**config.mk**
```make
export PLATFORM = sky130hd
export DESIGN_NAME = flow_budget_valve_sequencer
export DESIGN_NICKNAME = d
export VERILOG_FILES = /design/src/hw/rtl/fbvs_pkg.sv /design/src/hw/rtl/flow_budget_valve_sequencer.sv
export VERILOG_INCLUDE_DIRS = /design/src /design/src/hw/rtl
export SDC_FILE = /design/constraint.sdc
export NUM_CORES = 2
export LEC_CHECK = 0
export BUFFER_PORTS_ARGS = -buffer_cell sky130_fd_sc_hd__buf_2
export CORE_MARGIN = 4
export CORE_UTILIZATION = 35
export DETAILED_ROUTE_END_ITERATION = 8
export GPL_ROUTABILITY_DRIVEN = 0
export PLACE_DENSITY = 0.53
export SYNTH_ARGS = -nofsm -noshare
export SYNTH_HDL_FRONTEND = slang
export SYNTH_SLANG_ARGS = --single-unit
```
**constraint.sdc**
```tcl
create_clock -name clk -period 9.1 [get_ports clk]
set_input_delay 2.275 -clock clk [delete_from_list [all_inputs] [get_ports clk]]
set_output_delay 2.275 -clock clk [all_outputs]
set_load 0.05 [all_outputs]
```
**src/hw/rtl/flow_budget_valve_sequencer_macros.svh**
```systemverilog
// Assertion macros shared by the sequencer RTL.
`ifndef FLOW_BUDGET_VALVE_SEQUENCER_MACROS_SVH
`define FLOW_BUDGET_VALVE_SEQUENCER_MACROS_SVH

// Same-cycle implication, clocked on clk and disabled during reset.
`define FBVS_ASSERT_IMP(label, clk, rst, ante, cons) \
  label: assert property (@(posedge clk) disable iff (rst) (ante) |-> (cons)) \
    else $error("fbvs: same-cycle check failed");

// Next-cycle implication, clocked on clk and disabled during reset.
`define FBVS_ASSERT_NXT(label, clk, rst, ante, cons) \
  label: assert property (@(posedge clk) disable iff (rst) (ante) |=> (cons)) \
    else $error("fbvs: next-cycle check failed");

`endif

```
**src/hw/rtl/fbvs_pkg.sv**
```systemverilog
package fbvs_pkg;

  // Fixed geometry of the node table and the item fields.
  localparam int SLOTS       = 8;
  localparam int SLOT_W      = 3;
  localparam int SECTORS_DEF = 8;
  localparam int ID_W        = 4;
  localparam int TIME_W      = 16;
  localparam int FLOW_W      = 10;
  localparam int MIN_W       = 11;
  localparam int CFG_W       = 11;
  localparam int CFG_IDX_W   = 2;

  // Operation codes of an input item.
  localparam logic [1:0] OP_TICK  = 2'd0;
  localparam logic [1:0] OP_LOAD  = 2'd1;
  localparam logic [1:0] OP_START = 2'd2;
  localparam logic [1:0] OP_STOP  = 2'd3;

  // Run modes.
  localparam logic [1:0] MODE_IDLE = 2'd0;
  localparam logic [1:0] MODE_RUN  = 2'd1;
  localparam logic [1:0] MODE_STOP = 2'd2;

  // Register indexes of the configuration port.
  localparam logic [CFG_IDX_W-1:0] REG_PUMP_FLOW = 2'd0;
  localparam logic [CFG_IDX_W-1:0] REG_CYCLIC    = 2'd1;
  localparam logic [CFG_IDX_W-1:0] REG_CYCLE_END = 2'd2;

  // Reset values and the minute that means unknown or no end.
  localparam logic [MIN_W-1:0]  MINUTE_NONE   = 11'd1440;
  localparam logic [FLOW_W-1:0] PUMP_FLOW_RST = 10'd30;
  localparam logic [MIN_W-1:0]  CYCLE_END_RST = 11'd1440;

  typedef struct packed {
    logic [1:0]        operation;
    logic [SLOT_W-1:0] node_slot;
    logic              node_used;
    logic [ID_W-1:0]   node_sector;
    logic [ID_W-1:0]   node_parent;
    logic [TIME_W-1:0] node_run_time;
    logic [TIME_W-1:0] node_delay;
    logic [FLOW_W-1:0] node_flow;
    logic [MIN_W-1:0]  now_minute;
  } in_item_t;

  typedef struct packed {
    logic [7:0] valve_mask;
    logic       pump_on;
    logic [1:0] block_mode;
    logic [7:0] done_mask;
    logic       start_accepted;
  } out_item_t;

endpackage

```
**src/hw/rtl/flow_budget_valve_sequencer.sv**
```systemverilog
// Flow-budget valve sequencer over a tree of up to eight table nodes.
// Input items (valid/ready) carry one operation: a one-second tick, a node
// load, a start or a stop. Every item yields exactly one result item
// (valid/ready) with the open valves, pump state, run mode, done sectors and,
// for a start, whether anything was scheduled. The configuration port takes
// plain writes (cfg_we, cfg_index, cfg_data); the user must write it only while
// the block is idle, which the block itself does not enforce. One item is
// worked at a time by a small sequencer around a shared flow-budget check;
// in_ready is high only between items. A load walks the ancestor chain of
// all 16 sector ids. Each budget check sums the flows of the open sectors one
// per cycle. A tick takes up to 3 * (SECTORS + 1) list steps, SLOTS + 1 slot
// steps per finished sector and one budget check per admission; a start takes
// SLOTS + 1 slot steps plus its budget checks. A stop or an idle tick goes
// straight to the result state.
// The next item is taken while a result still waits; a stalled receiver
// only holds the finished result and the block after it.
// Reset (rst, synchronous) empties the node table and all lists, sets the
// block idle and restores pump_flow 30, cyclic_mode 0, cycle_end_minute 1440.
`include "flow_budget_valve_sequencer_macros.svh"

module flow_budget_valve_sequencer #(
  parameter int SECTORS = fbvs_pkg::SECTORS_DEF
) (
  input  logic                               clk,
  input  logic                               rst,
  input  logic                               in_valid,
  output logic                               in_ready,
  input  fbvs_pkg::in_item_t                 in_item,
  output logic                               out_valid,
  input  logic                               out_ready,
  output fbvs_pkg::out_item_t                out_item,
  input  logic                               cfg_we,
  input  logic [fbvs_pkg::CFG_IDX_W-1:0]     cfg_index,
  input  logic [fbvs_pkg::CFG_W-1:0]         cfg_data
);

  localparam int MW    = SECTORS;
  localparam int IW    = (SECTORS > 1) ? $clog2(SECTORS) : 1;
  localparam int CW    = $clog2(SECTORS + 1);
  localparam int HW    = $clog2(SECTORS + 2);
  localparam int SUM_W = fbvs_pkg::FLOW_W + CW;
  localparam int IDS   = 1 << fbvs_pkg::ID_W;
  localparam int SL    = fbvs_pkg::SLOTS;
  localparam int SW    = fbvs_pkg::SLOT_W;
  localparam int DW    = fbvs_pkg::ID_W;
  localparam int TW    = fbvs_pkg::TIME_W;
  localparam int FW    = fbvs_pkg::FLOW_W;

  typedef enum logic [4:0] {
    ST_IDLE, ST_PRE, ST_P_SCAN, ST_P_USE, ST_P_PACK, ST_A_SCAN, ST_D_CHK,
    ST_D_USE, ST_C_SCAN, ST_C_USE, ST_END, ST_R_SCAN, ST_R_USE, ST_R_DONE,
    ST_FIT_OPEN, ST_FIT_SUM, ST_FIN
  } state_t;

  state_t state, ret;

  // Node table.
  logic          tab_used [SL];
  logic [DW-1:0] tab_sec  [SL];
  logic [DW-1:0] tab_par  [SL];
  logic [TW-1:0] tab_run  [SL];
  logic [TW-1:0] tab_dly  [SL];
  logic [FW-1:0] tab_flow [SL];

  // Per-id ancestor masks and per-sector flows, rebuilt after each load.
  logic [MW-1:0] anc    [IDS];
  logic [FW-1:0] flow_b [MW];

  // Active, pending and waiting lists.
  logic [DW-1:0] act_sec [MW];
  logic [TW-1:0] act_rem [MW];
  logic [CW-1:0] act_cnt;
  logic [DW-1:0] pnd_sec [MW];
  logic [TW-1:0] pnd_dly [MW];
  logic [TW-1:0] pnd_run [MW];
  logic [CW-1:0] pnd_cnt;
  logic [MW-1:0] pnd_drop;
  logic [DW-1:0] q_sec [MW];
  logic [TW-1:0] q_dly [MW];
  logic [TW-1:0] q_run [MW];
  logic [IW-1:0] q_head;
  logic [CW-1:0] q_cnt;
  logic [DW-1:0] fin_sec [MW];
  logic [CW-1:0] fin_cnt;

  logic [MW-1:0] completed;
  logic [1:0]    run_mode;
  logic [FW-1:0] pump_flow;
  logic          cyclic_mode;
  logic [fbvs_pkg::MIN_W-1:0] cycle_end;

  fbvs_pkg::in_item_t cur;

  // Sequencer counters.
  logic [CW-1:0] pi, pw, ai, aw, fi, fb;
  logic [SW:0]   si;
  logic          from_start, accepted;

  // Shared budget check.
  logic [DW-1:0]    fit_sector;
  logic [MW-1:0]    fit_open;
  logic [SUM_W-1:0] fit_sum;
  logic             fit_ok;

  // Ancestor walk.
  logic [DW-1:0] wk_root, wk_id;
  logic [HW-1:0] wk_hops;
  logic [MW-1:0] wk_mask;
  logic          wk_first;

  function automatic logic [MW-1:0] bit_of(input logic [DW-1:0] id);
    logic [MW-1:0] m;
    m = '0;
    for (int b = 0; b < MW; b++) begin
      if ({1'b0, id} == (DW+1)'(b + 1)) m[b] = 1'b1;
    end
    return m;
  endfunction

  logic [IW-1:0] pix, aix, fix, fbix, wix, q_tail, q_head_inc;
  logic [CW:0]   q_sum, q_sum1;
  assign pix  = pi[IW-1:0];
  assign aix  = ai[IW-1:0];
  assign fix  = fi[IW-1:0];
  assign fbix = fb[IW-1:0];
  assign wix  = pw[IW-1:0];

  // Circular queue tail and next head.
  always_comb begin
    q_sum  = (CW+1)'(q_head) + (CW+1)'(q_cnt);
    q_sum1 = (CW+1)'(q_head) + (CW+1)'(1);
    if (q_sum >= (CW+1)'(SECTORS)) q_sum = q_sum - (CW+1)'(SECTORS);
    if (q_sum1 >= (CW+1)'(SECTORS)) q_sum1 = q_sum1 - (CW+1)'(SECTORS);
    q_tail     = q_sum[IW-1:0];
    q_head_inc = q_sum1[IW-1:0];
  end

  // List masks, valve pipes and the active check of the pending entry.
  logic [MW-1:0] act_mask, act_anc, pnd_mask, fit_set, fit_open_c;
  logic          is_act;
  always_comb begin
    act_mask = '0;
    act_anc  = '0;
    pnd_mask = '0;
    is_act   = 1'b0;
    for (int i = 0; i < MW; i++) begin
      if (CW'(i) < act_cnt) begin
        act_mask = act_mask | bit_of(act_sec[i]);
        act_anc  = act_anc | anc[act_sec[i]];
        if (act_sec[i] == pnd_sec[pix]) is_act = 1'b1;
      end
      if (CW'(i) < pnd_cnt) pnd_mask = pnd_mask | bit_of(pnd_sec[i]);
    end
    fit_set    = act_mask | pnd_mask | bit_of(fit_sector);
    fit_open_c = fit_set;
    for (int b = 0; b < MW; b++) begin
      if (fit_set[b] && (b + 1) < IDS) fit_open_c = fit_open_c | anc[DW'(b + 1)];
    end
  end

  // Lowest used slot holding the walked id.
  logic          f_hit;
  logic [SW-1:0] f_slot;
  always_comb begin
    f_hit  = 1'b0;
    f_slot = '0;
    for (int s = SL - 1; s >= 0; s--) begin
      if (tab_used[s] && tab_sec[s] == wk_id) begin
        f_hit  = 1'b1;
        f_slot = SW'(s);
      end
    end
  end

  // Single table read port.
  logic [SW-1:0] tab_addr;
  logic          tr_used;
  logic [DW-1:0] tr_sec, tr_par;
  logic [TW-1:0] tr_run, tr_dly;
  logic [FW-1:0] tr_flow;
  assign tab_addr = (state == ST_PRE) ? f_slot : si[SW-1:0];
  assign tr_used  = tab_used[tab_addr];
  assign tr_sec   = tab_sec[tab_addr];
  assign tr_par   = tab_par[tab_addr];
  assign tr_run   = tab_run[tab_addr];
  assign tr_dly   = tab_dly[tab_addr];
  assign tr_flow  = tab_flow[tab_addr];

  logic any_used;
  always_comb begin
    any_used = 1'b0;
    for (int s = 0; s < SL; s++) any_used = any_used | tab_used[s];
  end

  // Admission request of the current step.
  logic          adm_go, adm_fit;
  logic [DW-1:0] adm_sec;
  logic [TW-1:0] adm_run, adm_dly;
  always_comb begin
    adm_go  = 1'b0;
    adm_fit = fit_ok;
    adm_sec = tr_sec;
    adm_run = tr_run;
    adm_dly = '0;
    case (state)
      ST_P_USE: begin
        adm_go  = 1'b1;
        adm_sec = pnd_sec[pix];
        adm_run = pnd_run[pix];
      end
      ST_D_USE: begin
        adm_go  = fit_ok;
        adm_fit = 1'b1;
        adm_sec = q_sec[q_head];
        adm_run = q_run[q_head];
        adm_dly = q_dly[q_head];
      end
      ST_C_USE: begin
        adm_go  = 1'b1;
        adm_dly = tr_dly;
      end
      ST_R_USE: begin
        adm_go = 1'b1;
      end
      default: begin
        adm_go = 1'b0;
      end
    endcase
  end

  // Ancestor walk step values.
  logic [MW-1:0] wk_mask_add;
  logic [HW-1:0] wk_hops_n;
  logic          wk_stop, wk_root_in;
  assign wk_mask_add = wk_mask | bit_of(tr_par);
  assign wk_hops_n   = wk_hops + HW'(1);
  assign wk_stop     = !f_hit || tr_par == '0;
  assign wk_root_in  = wk_root != '0 && int'(wk_root) <= SECTORS;

  logic all_zero, may_restart;
  assign all_zero = act_cnt == '0 && pnd_cnt == '0 && q_cnt == '0;
  assign may_restart = cur.now_minute >= fbvs_pkg::MINUTE_NONE ||
                       cycle_end >= fbvs_pkg::MINUTE_NONE || cur.now_minute < cycle_end;

  // Result of the finished item.
  logic [MW+7:0] valves_ext, done_ext;
  fbvs_pkg::out_item_t out_next;
  always_comb begin
    valves_ext = {8'b0, act_mask | ((run_mode == fbvs_pkg::MODE_RUN) ? act_anc : '0)};
    done_ext   = {8'b0, completed};
    out_next.valve_mask     = valves_ext[7:0];
    out_next.pump_on        = act_mask != '0;
    out_next.block_mode     = run_mode;
    out_next.done_mask      = done_ext[7:0];
    out_next.start_accepted = accepted;
  end

  assign in_ready = state == ST_IDLE;

  // Sequencer, lists, table and registered result.
  always_ff @(posedge clk) begin
    if (rst) begin
      state       <= ST_IDLE;
      ret         <= ST_IDLE;
      run_mode    <= fbvs_pkg::MODE_IDLE;
      act_cnt     <= '0;
      pnd_cnt     <= '0;
      q_cnt       <= '0;
      q_head      <= '0;
      fin_cnt     <= '0;
      completed   <= '0;
      pump_flow   <= fbvs_pkg::PUMP_FLOW_RST;
      cyclic_mode <= 1'b0;
      cycle_end   <= fbvs_pkg::CYCLE_END_RST;
      out_valid   <= 1'b0;
      accepted    <= 1'b0;
      from_start  <= 1'b0;
      for (int s = 0; s < SL; s++) tab_used[s] <= 1'b0;
      for (int d = 0; d < IDS; d++) anc[d] <= '0;
      for (int b = 0; b < MW; b++) flow_b[b] <= '0;
    end else begin
      // Configuration writes.
      if (cfg_we) begin
        case (cfg_index)
          fbvs_pkg::REG_PUMP_FLOW: begin
            if (cfg_data[FW-1:0] != '0) pump_flow <= cfg_data[FW-1:0];
          end
          fbvs_pkg::REG_CYCLIC:    cyclic_mode <= cfg_data[0];
          fbvs_pkg::REG_CYCLE_END: cycle_end <= cfg_data;
          default: begin
          end
        endcase
      end

      // A taken result frees the output register unless a new one lands now.
      if (out_valid && out_ready && state != ST_FIN) out_valid <= 1'b0;

      case (state)
        ST_IDLE: begin
          if (in_valid) begin
            cur      <= in_item;
            accepted <= 1'b0;
            case (in_item.operation)
              fbvs_pkg::OP_TICK: begin
                pi    <= '0;
                state <= (run_mode == fbvs_pkg::MODE_RUN) ? ST_P_SCAN : ST_FIN;
              end
              fbvs_pkg::OP_LOAD: begin
                tab_used[in_item.node_slot] <= in_item.node_used;
                tab_sec[in_item.node_slot]  <= in_item.node_sector;
                tab_par[in_item.node_slot]  <= in_item.node_parent;
                tab_run[in_item.node_slot]  <= in_item.node_run_time;
                tab_dly[in_item.node_slot]  <= in_item.node_delay;
                tab_flow[in_item.node_slot] <= in_item.node_flow;
                wk_root  <= '0;
                wk_id    <= '0;
                wk_hops  <= '0;
                wk_mask  <= '0;
                wk_first <= 1'b1;
                state    <= ST_PRE;
              end
              fbvs_pkg::OP_START: begin
                if (any_used) begin
                  run_mode   <= fbvs_pkg::MODE_RUN;
                  from_start <= 1'b1;
                  act_cnt    <= '0;
                  pnd_cnt    <= '0;
                  q_cnt      <= '0;
                  completed  <= '0;
                  si         <= '0;
                  state      <= ST_R_SCAN;
                end else begin
                  state <= ST_FIN;
                end
              end
              default: begin
                run_mode  <= fbvs_pkg::MODE_STOP;
                act_cnt   <= '0;
                pnd_cnt   <= '0;
                q_cnt     <= '0;
                completed <= '0;
                state     <= ST_FIN;
              end
            endcase
          end
        end

        // One hop of the ancestor walk of wk_root per cycle.
        ST_PRE: begin
          if (wk_first && wk_root_in) begin
            flow_b[IW'(wk_root - DW'(1))] <= f_hit ? tr_flow : '0;
          end
          if (wk_stop || wk_hops_n > HW'(SECTORS)) begin
            anc[wk_root] <= wk_stop ? wk_mask : wk_mask_add;
            if (wk_root == DW'(IDS - 1)) begin
              state <= ST_FIN;
            end else begin
              wk_root  <= wk_root + DW'(1);
              wk_id    <= wk_root + DW'(1);
              wk_hops  <= '0;
              wk_mask  <= '0;
              wk_first <= 1'b1;
            end
          end else begin
            wk_mask  <= wk_mask_add;
            wk_hops  <= wk_hops_n;
            wk_id    <= tr_par;
            wk_first <= 1'b0;
          end
        end

        // Count down pending delays; expired entries are admitted or queued, or dropped if already active.
        ST_P_SCAN: begin
          if (pi == pnd_cnt) begin
            pi    <= '0;
            pw    <= '0;
            state <= ST_P_PACK;
          end else if (pnd_dly[pix] <= TW'(1)) begin
            pnd_drop[pix] <= 1'b1;
            if (is_act) begin
              pi <= pi + CW'(1);
            end else begin
              fit_sector <= pnd_sec[pix];
              ret        <= ST_P_USE;
              state      <= ST_FIT_OPEN;
            end
          end else begin
            pnd_dly[pix]  <= pnd_dly[pix] - TW'(1);
            pnd_drop[pix] <= 1'b0;
            pi            <= pi + CW'(1);
          end
        end

        ST_P_USE: begin
          pi    <= pi + CW'(1);
          state <= ST_P_SCAN;
        end

        // Squeeze out the expired pending entries.
        ST_P_PACK: begin
          if (pi == pnd_cnt) begin
            pnd_cnt <= pw;
            ai      <= '0;
            aw      <= '0;
            fin_cnt <= '0;
            state   <= ST_A_SCAN;
          end else begin
            if (!pnd_drop[pix]) begin
              pnd_sec[wix] <= pnd_sec[pix];
              pnd_dly[wix] <= pnd_dly[pix];
              pnd_run[wix] <= pnd_run[pix];
              pw           <= pw + CW'(1);
            end
            pi <= pi + CW'(1);
          end
        end

        // Count down run times; finished sectors are collected in order.
        ST_A_SCAN: begin
          if (ai == act_cnt) begin
            act_cnt <= aw;
            state   <= ST_D_CHK;
          end else begin
            if (act_rem[aix] <= TW'(1)) begin
              fin_sec[fin_cnt[IW-1:0]] <= act_sec[aix];
              fin_cnt   <= fin_cnt + CW'(1);
              completed <= completed | bit_of(act_sec[aix]);
            end else begin
              act_sec[aw[IW-1:0]] <= act_sec[aix];
              act_rem[aw[IW-1:0]] <= act_rem[aix] - TW'(1);
              aw <= aw + CW'(1);
            end
            ai <= ai + CW'(1);
          end
        end

        // Drain the wait queue from its head while the budget allows.
        ST_D_CHK: begin
          if (q_cnt == '0) begin
            fi    <= '0;
            si    <= '0;
            state <= ST_C_SCAN;
          end else begin
            fit_sector <= q_sec[q_head];
            ret        <= ST_D_USE;
            state      <= ST_FIT_OPEN;
          end
        end

        ST_D_USE: begin
          if (fit_ok) begin
            q_head <= q_head_inc;
            q_cnt  <= q_cnt - CW'(1);
            state  <= ST_D_CHK;
          end else begin
            fi    <= '0;
            si    <= '0;
            state <= ST_C_SCAN;
          end
        end

        // Admit the children of each finished sector, slot by slot.
        ST_C_SCAN: begin
          if (fi == fin_cnt) begin
            state <= ST_END;
          end else if (si == (SW+1)'(SL)) begin
            si <= '0;
            fi <= fi + CW'(1);
          end else if (tr_used && tr_par == fin_sec[fix]) begin
            fit_sector <= tr_sec;
            ret        <= ST_C_USE;
            state      <= ST_FIT_OPEN;
          end else begin
            si <= si + (SW+1)'(1);
          end
        end

        ST_C_USE: begin
          si    <= si + (SW+1)'(1);
          state <= ST_C_SCAN;
        end

        // With all lists empty: restart in cyclic mode if the window allows, else fall idle.
        ST_END: begin
          if (all_zero) begin
            if (cyclic_mode && may_restart) begin
              from_start <= 1'b0;
              completed  <= '0;
              si         <= '0;
              state      <= ST_R_SCAN;
            end else begin
              run_mode  <= fbvs_pkg::MODE_IDLE;
              completed <= '0;
              state     <= ST_FIN;
            end
          end else begin
            state <= ST_FIN;
          end
        end

        // Admit every root of the table.
        ST_R_SCAN: begin
          if (si == (SW+1)'(SL)) begin
            state <= ST_R_DONE;
          end else if (tr_used && tr_par == '0) begin
            fit_sector <= tr_sec;
            ret        <= ST_R_USE;
            state      <= ST_FIT_OPEN;
          end else begin
            si <= si + (SW+1)'(1);
          end
        end

        ST_R_USE: begin
          si    <= si + (SW+1)'(1);
          state <= ST_R_SCAN;
        end

        ST_R_DONE: begin
          if (from_start) begin
            if (all_zero) begin
              run_mode  <= fbvs_pkg::MODE_IDLE;
              completed <= '0;
            end else begin
              accepted <= 1'b1;
            end
          end
          state <= ST_FIN;
        end

        // Shared budget check: open pipes, then a serial flow sum.
        ST_FIT_OPEN: begin
          fit_open <= fit_open_c;
          fit_sum  <= '0;
          fb       <= '0;
          state    <= ST_FIT_SUM;
        end

        ST_FIT_SUM: begin
          if (fb == CW'(SECTORS)) begin
            fit_ok <= fit_sum <= SUM_W'(pump_flow);
            state  <= ret;
          end else begin
            if (fit_open[fbix]) fit_sum <= fit_sum + SUM_W'(flow_b[fbix]);
            fb <= fb + CW'(1);
          end
        end

        ST_FIN: begin
          if (!out_valid || out_ready) begin
            out_item  <= out_next;
            out_valid <= 1'b1;
            state     <= ST_IDLE;
          end
        end

        default: begin
          state <= ST_IDLE;
        end
      endcase

      // Place an admitted or refused sector on its list; full lists drop it.
      if (adm_go) begin
        if (adm_fit) begin
          if (adm_dly != '0) begin
            if (pnd_cnt < CW'(SECTORS)) begin
              pnd_sec[pnd_cnt[IW-1:0]] <= adm_sec;
              pnd_dly[pnd_cnt[IW-1:0]] <= adm_dly;
              pnd_run[pnd_cnt[IW-1:0]] <= adm_run;
              pnd_cnt <= pnd_cnt + CW'(1);
            end
          end else if (act_cnt < CW'(SECTORS)) begin
            act_sec[act_cnt[IW-1:0]] <= adm_sec;
            act_rem[act_cnt[IW-1:0]] <= adm_run;
            act_cnt <= act_cnt + CW'(1);
          end
        end else if (q_cnt < CW'(SECTORS)) begin
          q_sec[q_tail] <= adm_sec;
          q_dly[q_tail] <= adm_dly;
          q_run[q_tail] <= adm_run;
          q_cnt <= q_cnt + CW'(1);
        end
      end
    end
  end

  // List counts never pass the list depth.
  `FBVS_ASSERT_IMP(a_cnt_bound, clk, rst, 1'b1, act_cnt <= CW'(SECTORS) && pnd_cnt <= CW'(SECTORS) && q_cnt <= CW'(SECTORS))
  // An accepted item keeps the block busy on the next cycle.
  `FBVS_ASSERT_NXT(a_busy_after_accept, clk, rst, in_valid && in_ready, !in_ready)
  // A start that scheduled something leaves the block running.
  `FBVS_ASSERT_IMP(a_start_runs, clk, rst, out_valid && out_item.start_accepted, out_item.block_mode == fbvs_pkg::MODE_RUN)
  // Outside a run, between items, all lists are empty.
  `FBVS_ASSERT_IMP(a_idle_empty, clk, rst, state == ST_IDLE && run_mode != fbvs_pkg::MODE_RUN, act_cnt == '0 && pnd_cnt == '0 && q_cnt == '0)

endmodule

```
==> impl_metrics.csv <==
group,metric,value,unit
pwr,irDropWorstVdd,0.1657,mV
worst_hold_path,whs_path_depth,0,
clock_tree,clkTransAtPathRegs,0.06,ns
placement,place_inst,8020,
setup_path,cp_data_required_time,9.60,ns
setup_path,start_kind,"register",
final_layout,fin_nets,5478,
synth,synth_seq_area_share,0.6095,
global_routing,grt_util_met3,0.03678,
run_status,status,"completed",
global_routing,grt_overflow,0,
synth,synth_top_area_frac,0.5891,
sta,finalSetupTns,0,ns
sta,max_freq,133.9,MHz
job,max_cap_viol_count,0,
placement,dp_hpwl,150.8,mm
floorplan,fp.dieW,475.2,µm
detailed_routing,antenna_left,0,
pwr,power_leakage,28.13,nW
synth,synth_edf_count,1499,
synth,syn-instance-count,5242,
final_layout,syn_to_final_growth,12.59,%
clock_tree,post_cts_buffers,0,
floorplan,fp-row-count,171,
sta,fin_skew,0.05474,ns
clock_tree,postCtsResizedCells,0,
worst_hold_path,min_path_type,"reg2reg",
clock_tree,root_buffer,"clkbuf_16",
sta,tightest_slew,1.379,ns
pwr,p_int,13.78,mW
floorplan,dieArea,225900,µm²
synth,syn_nets,5387,
synth,synth-seq-cells,1577,
detailed_routing,drc_errors,0,
detailed_routing,via_per_inst,5.802,
pwr,clkPwrFrac,0.324,
placement,port_buffers,106,
floorplan,dieHeight,475.2,µm
synth,ys.flop_type,"edfxtp_1",
global_routing,grtUsageTotal,0.2019,
floorplan,num_io_pins,107,
synth,async_reset_ff_frac,0,
final_layout,layout-drive-gt1-share,0.2179,
global_routing,grt_use_met1,0.2749,
final_layout,finalNonFillerCells,8336,
global_routing,grt_pass1_wl,335.8,mm
sta,finalCritPeriodShare,0.8204,
floorplan,start_util,0.3519,
clock_tree,cts_tree,"yes",
sta,maxSlewViolCount,0,
setup_path,crit_type,"reg2reg",
synth,netlist_area,76410,µm²
synth,yosysWarningCount,0,
global_routing,grt_max_degree,77,
sta,setup_viol,0,
detailed_routing,drt_iter0_drc,5727,
pwr,power.density,236.3,nW/µm²
detailed_routing,firstDrtPassIters,9,
detailed_routing,wl_per_cell,27.81,µm
detailed_routing,routed_wl,231.8,mm
floorplan,core,217200,µm²
global_routing,antenna_found_initial,17,
synth,synth.most_common_cell,"edfxtp_1",
sta,rsz0062_at_grt,"no",
global_routing,grt.busiest_layer,"met2",
clock_tree,worstSkewPairLatency,0.81,ns
pwr,p_sw,6.549,mW
pwr,swShare,0.3221,
clock_tree,cts_buffer_depth,3,
synth,yosys.area.top_type,"edfxtp_1",
setup_path,crit_arrival,7.96,ns
synth,syn_area_per_cell,14.58,µm²
sta,relSlewSlack,0.08067,
setup_path,endpoint_kind,"register",
pwr,seq_power_share,0.438,
clock_tree,cts_buffers,165,
synth,synth.distinct_cells,97,
synth,synthTopCellsByCount,"1499 x edfxtp_1, 528 x mux4_2, 514 x nand2_1, 402 x nor2_1, 312 x nand3_1",
sta,fin_crit,7.466,ns
pwr,combPwrFrac,0.237,
clock_tree,holdBufCountCts,0,
sta,hold_viol,0,
clock_tree,clock_sinks,1577,
setup_path,reg2regPathDepth,13,
global_routing,grt_pass1_vias,48000,
final_layout,nFillCells,19982,
synth,synthTopCellsByArea,"edfxtp_1 59%, mux4_2 16%, nand2_1 2.5%",
global_routing,grtUsageMet2,0.3263,
clock_tree,cts-htree-levels,4,
setup_path,cp_max_fo,32,
detailed_routing,num_vias,48365,
-- layout make-up --
type                    count  area [µm²]  area share
flip-flops and latches   1577       46590      0.5416
multi-input cells        3218       28450      0.3307
clock buffers             207        4327     0.05029
well taps                2854        3571     0.04151
repair buffers            268        1749     0.02033
clock inverters            93       913.4     0.01062
inverters                 103       386.6    0.004494
diodes                     16       40.04   0.0004654
-- worst max-delay path, cell delays in order, from the launching register on --
cell	delay (ns)
dfxtp_1	0.79
nand2b_4	0.18
or4_1	0.78
nor2_4	0.50
a21o_1	0.13
buf_4	0.29
nand2_4	0.31
a21oi_1	0.27
a22o_1	0.15
o221ai_1	0.41
nor4_1	0.76
nand4_1	0.74
nor2_1	1.19
mux2i_1	0.59
-- state kept, by name, summed over array words and instances (netlist names), 32 cells and up, named ones only --
signal	cells
pnd_run	128
q_run	128
q_dly	128
fin_sec	32
tab_dly	128
flow_b	80
tab_flow	80
tab_sec	32
tab_run	128
tab_par	32
pnd_dly	128
act_rem	128
q_sec	32
anc	128
act_sec	32
pnd_sec	32
-- power groups by stage --
stage               Combinational (mW)  Sequential [mW]  Clock, mW
global placement                  4.77             9.05          0
finish                            4.83             8.91       6.59
CTS                               4.85             8.91       6.73
floorplan                         3.08             8.89          0
detailed placement                4.83             9.06          0
global route                      5.21             8.93       7.03
-- logic make-up (layout without fill, tap and decap cells) --
group | count (synthesis) | in the layout | synth area share
AND/OR/NAND/NOR | 1718 | 1718 | 0.1072
flip-flops | 1577 | 1577 | 0.6095
multiplexers | 712 | 712 | 0.1805
AO/OA/AOI/OAI | 585 | 585 | 0.05309
buffers and inverters | 447 | 671 | 0.02322
XOR/XNOR | 143 | 143 | 0.01639
adder cells (fa/ha/maj) | 60 | 60 | 0.01002
other | 0 | 16 | 0
-- final timing paths --
check | startpoint | to | slack [ns]
worst max-delay path | state[0]$_SDFFE_PP0P_ | act_rem[0][1]$_DFFE_PP_ | 1.63
worst min-delay path | accepted$_SDFFE_PP0P_ | out_item[0]$_DFFE_PP_ | 0.43
worst max register to register | state[0]$_SDFFE_PP0P_ | act_rem[0][1]$_DFFE_PP_ | 1.63
worst min register to register | accepted$_SDFFE_PP0P_ | out_item[0]$_DFFE_PP_ | 0.43
-- layer usage --
metal,share of wire,wire length [µm]
met1,0.42,96690
met5,0.00012,27
met4,0.035,8076
met3,0.075,17420
met2,0.47,109600
-- layout by cell type, fill, tap and decap left out, types with 18 or more instances in the layout --
cell	count
o21ai_0	69
ha_1	58
mux2i_1	130
o2111ai_1	21
nor2_1	385
nor3_1	78
nand2_1	513
clkbuf_1	38
mux4_2	528
a21oi_1	158
edfxtp_1	1499
clkbuf_16	165
nand3b_1	34
o211ai_1	23
dfxtp_1	70
inv_1	101
nor2b_1	56
nand2b_1	36
xor2_1	62
mux2_2	49
nor4_1	23
buf_2	105
xnor2_1	81
clkinv_2	28
nand4_1	60
clkinv_1	36
a31oi_1	31
nand3_1	312
or3_1	18
buf_4	163
and2_1	85
o22ai_1	27
a22oi_1	34
-- stage by stage --
step	cell area [µm²]	setup slack [ns]	hold slack (ns)	util	total power, mW
after floorplan	76410	1.989	0.4089	-	11.97
after global placement	80750	1.910	0.4242	0.3718	13.83
after detailed placement	80750	1.822	0.4189	0.3718	13.89
after CTS	85990	1.813	0.4359	0.3960	20.49
after global routing	86000	1.300	0.4460	0.3960	21.17
final	86030	1.634	0.4332	0.3961	20.33
(Power assumes the default switching activity.)
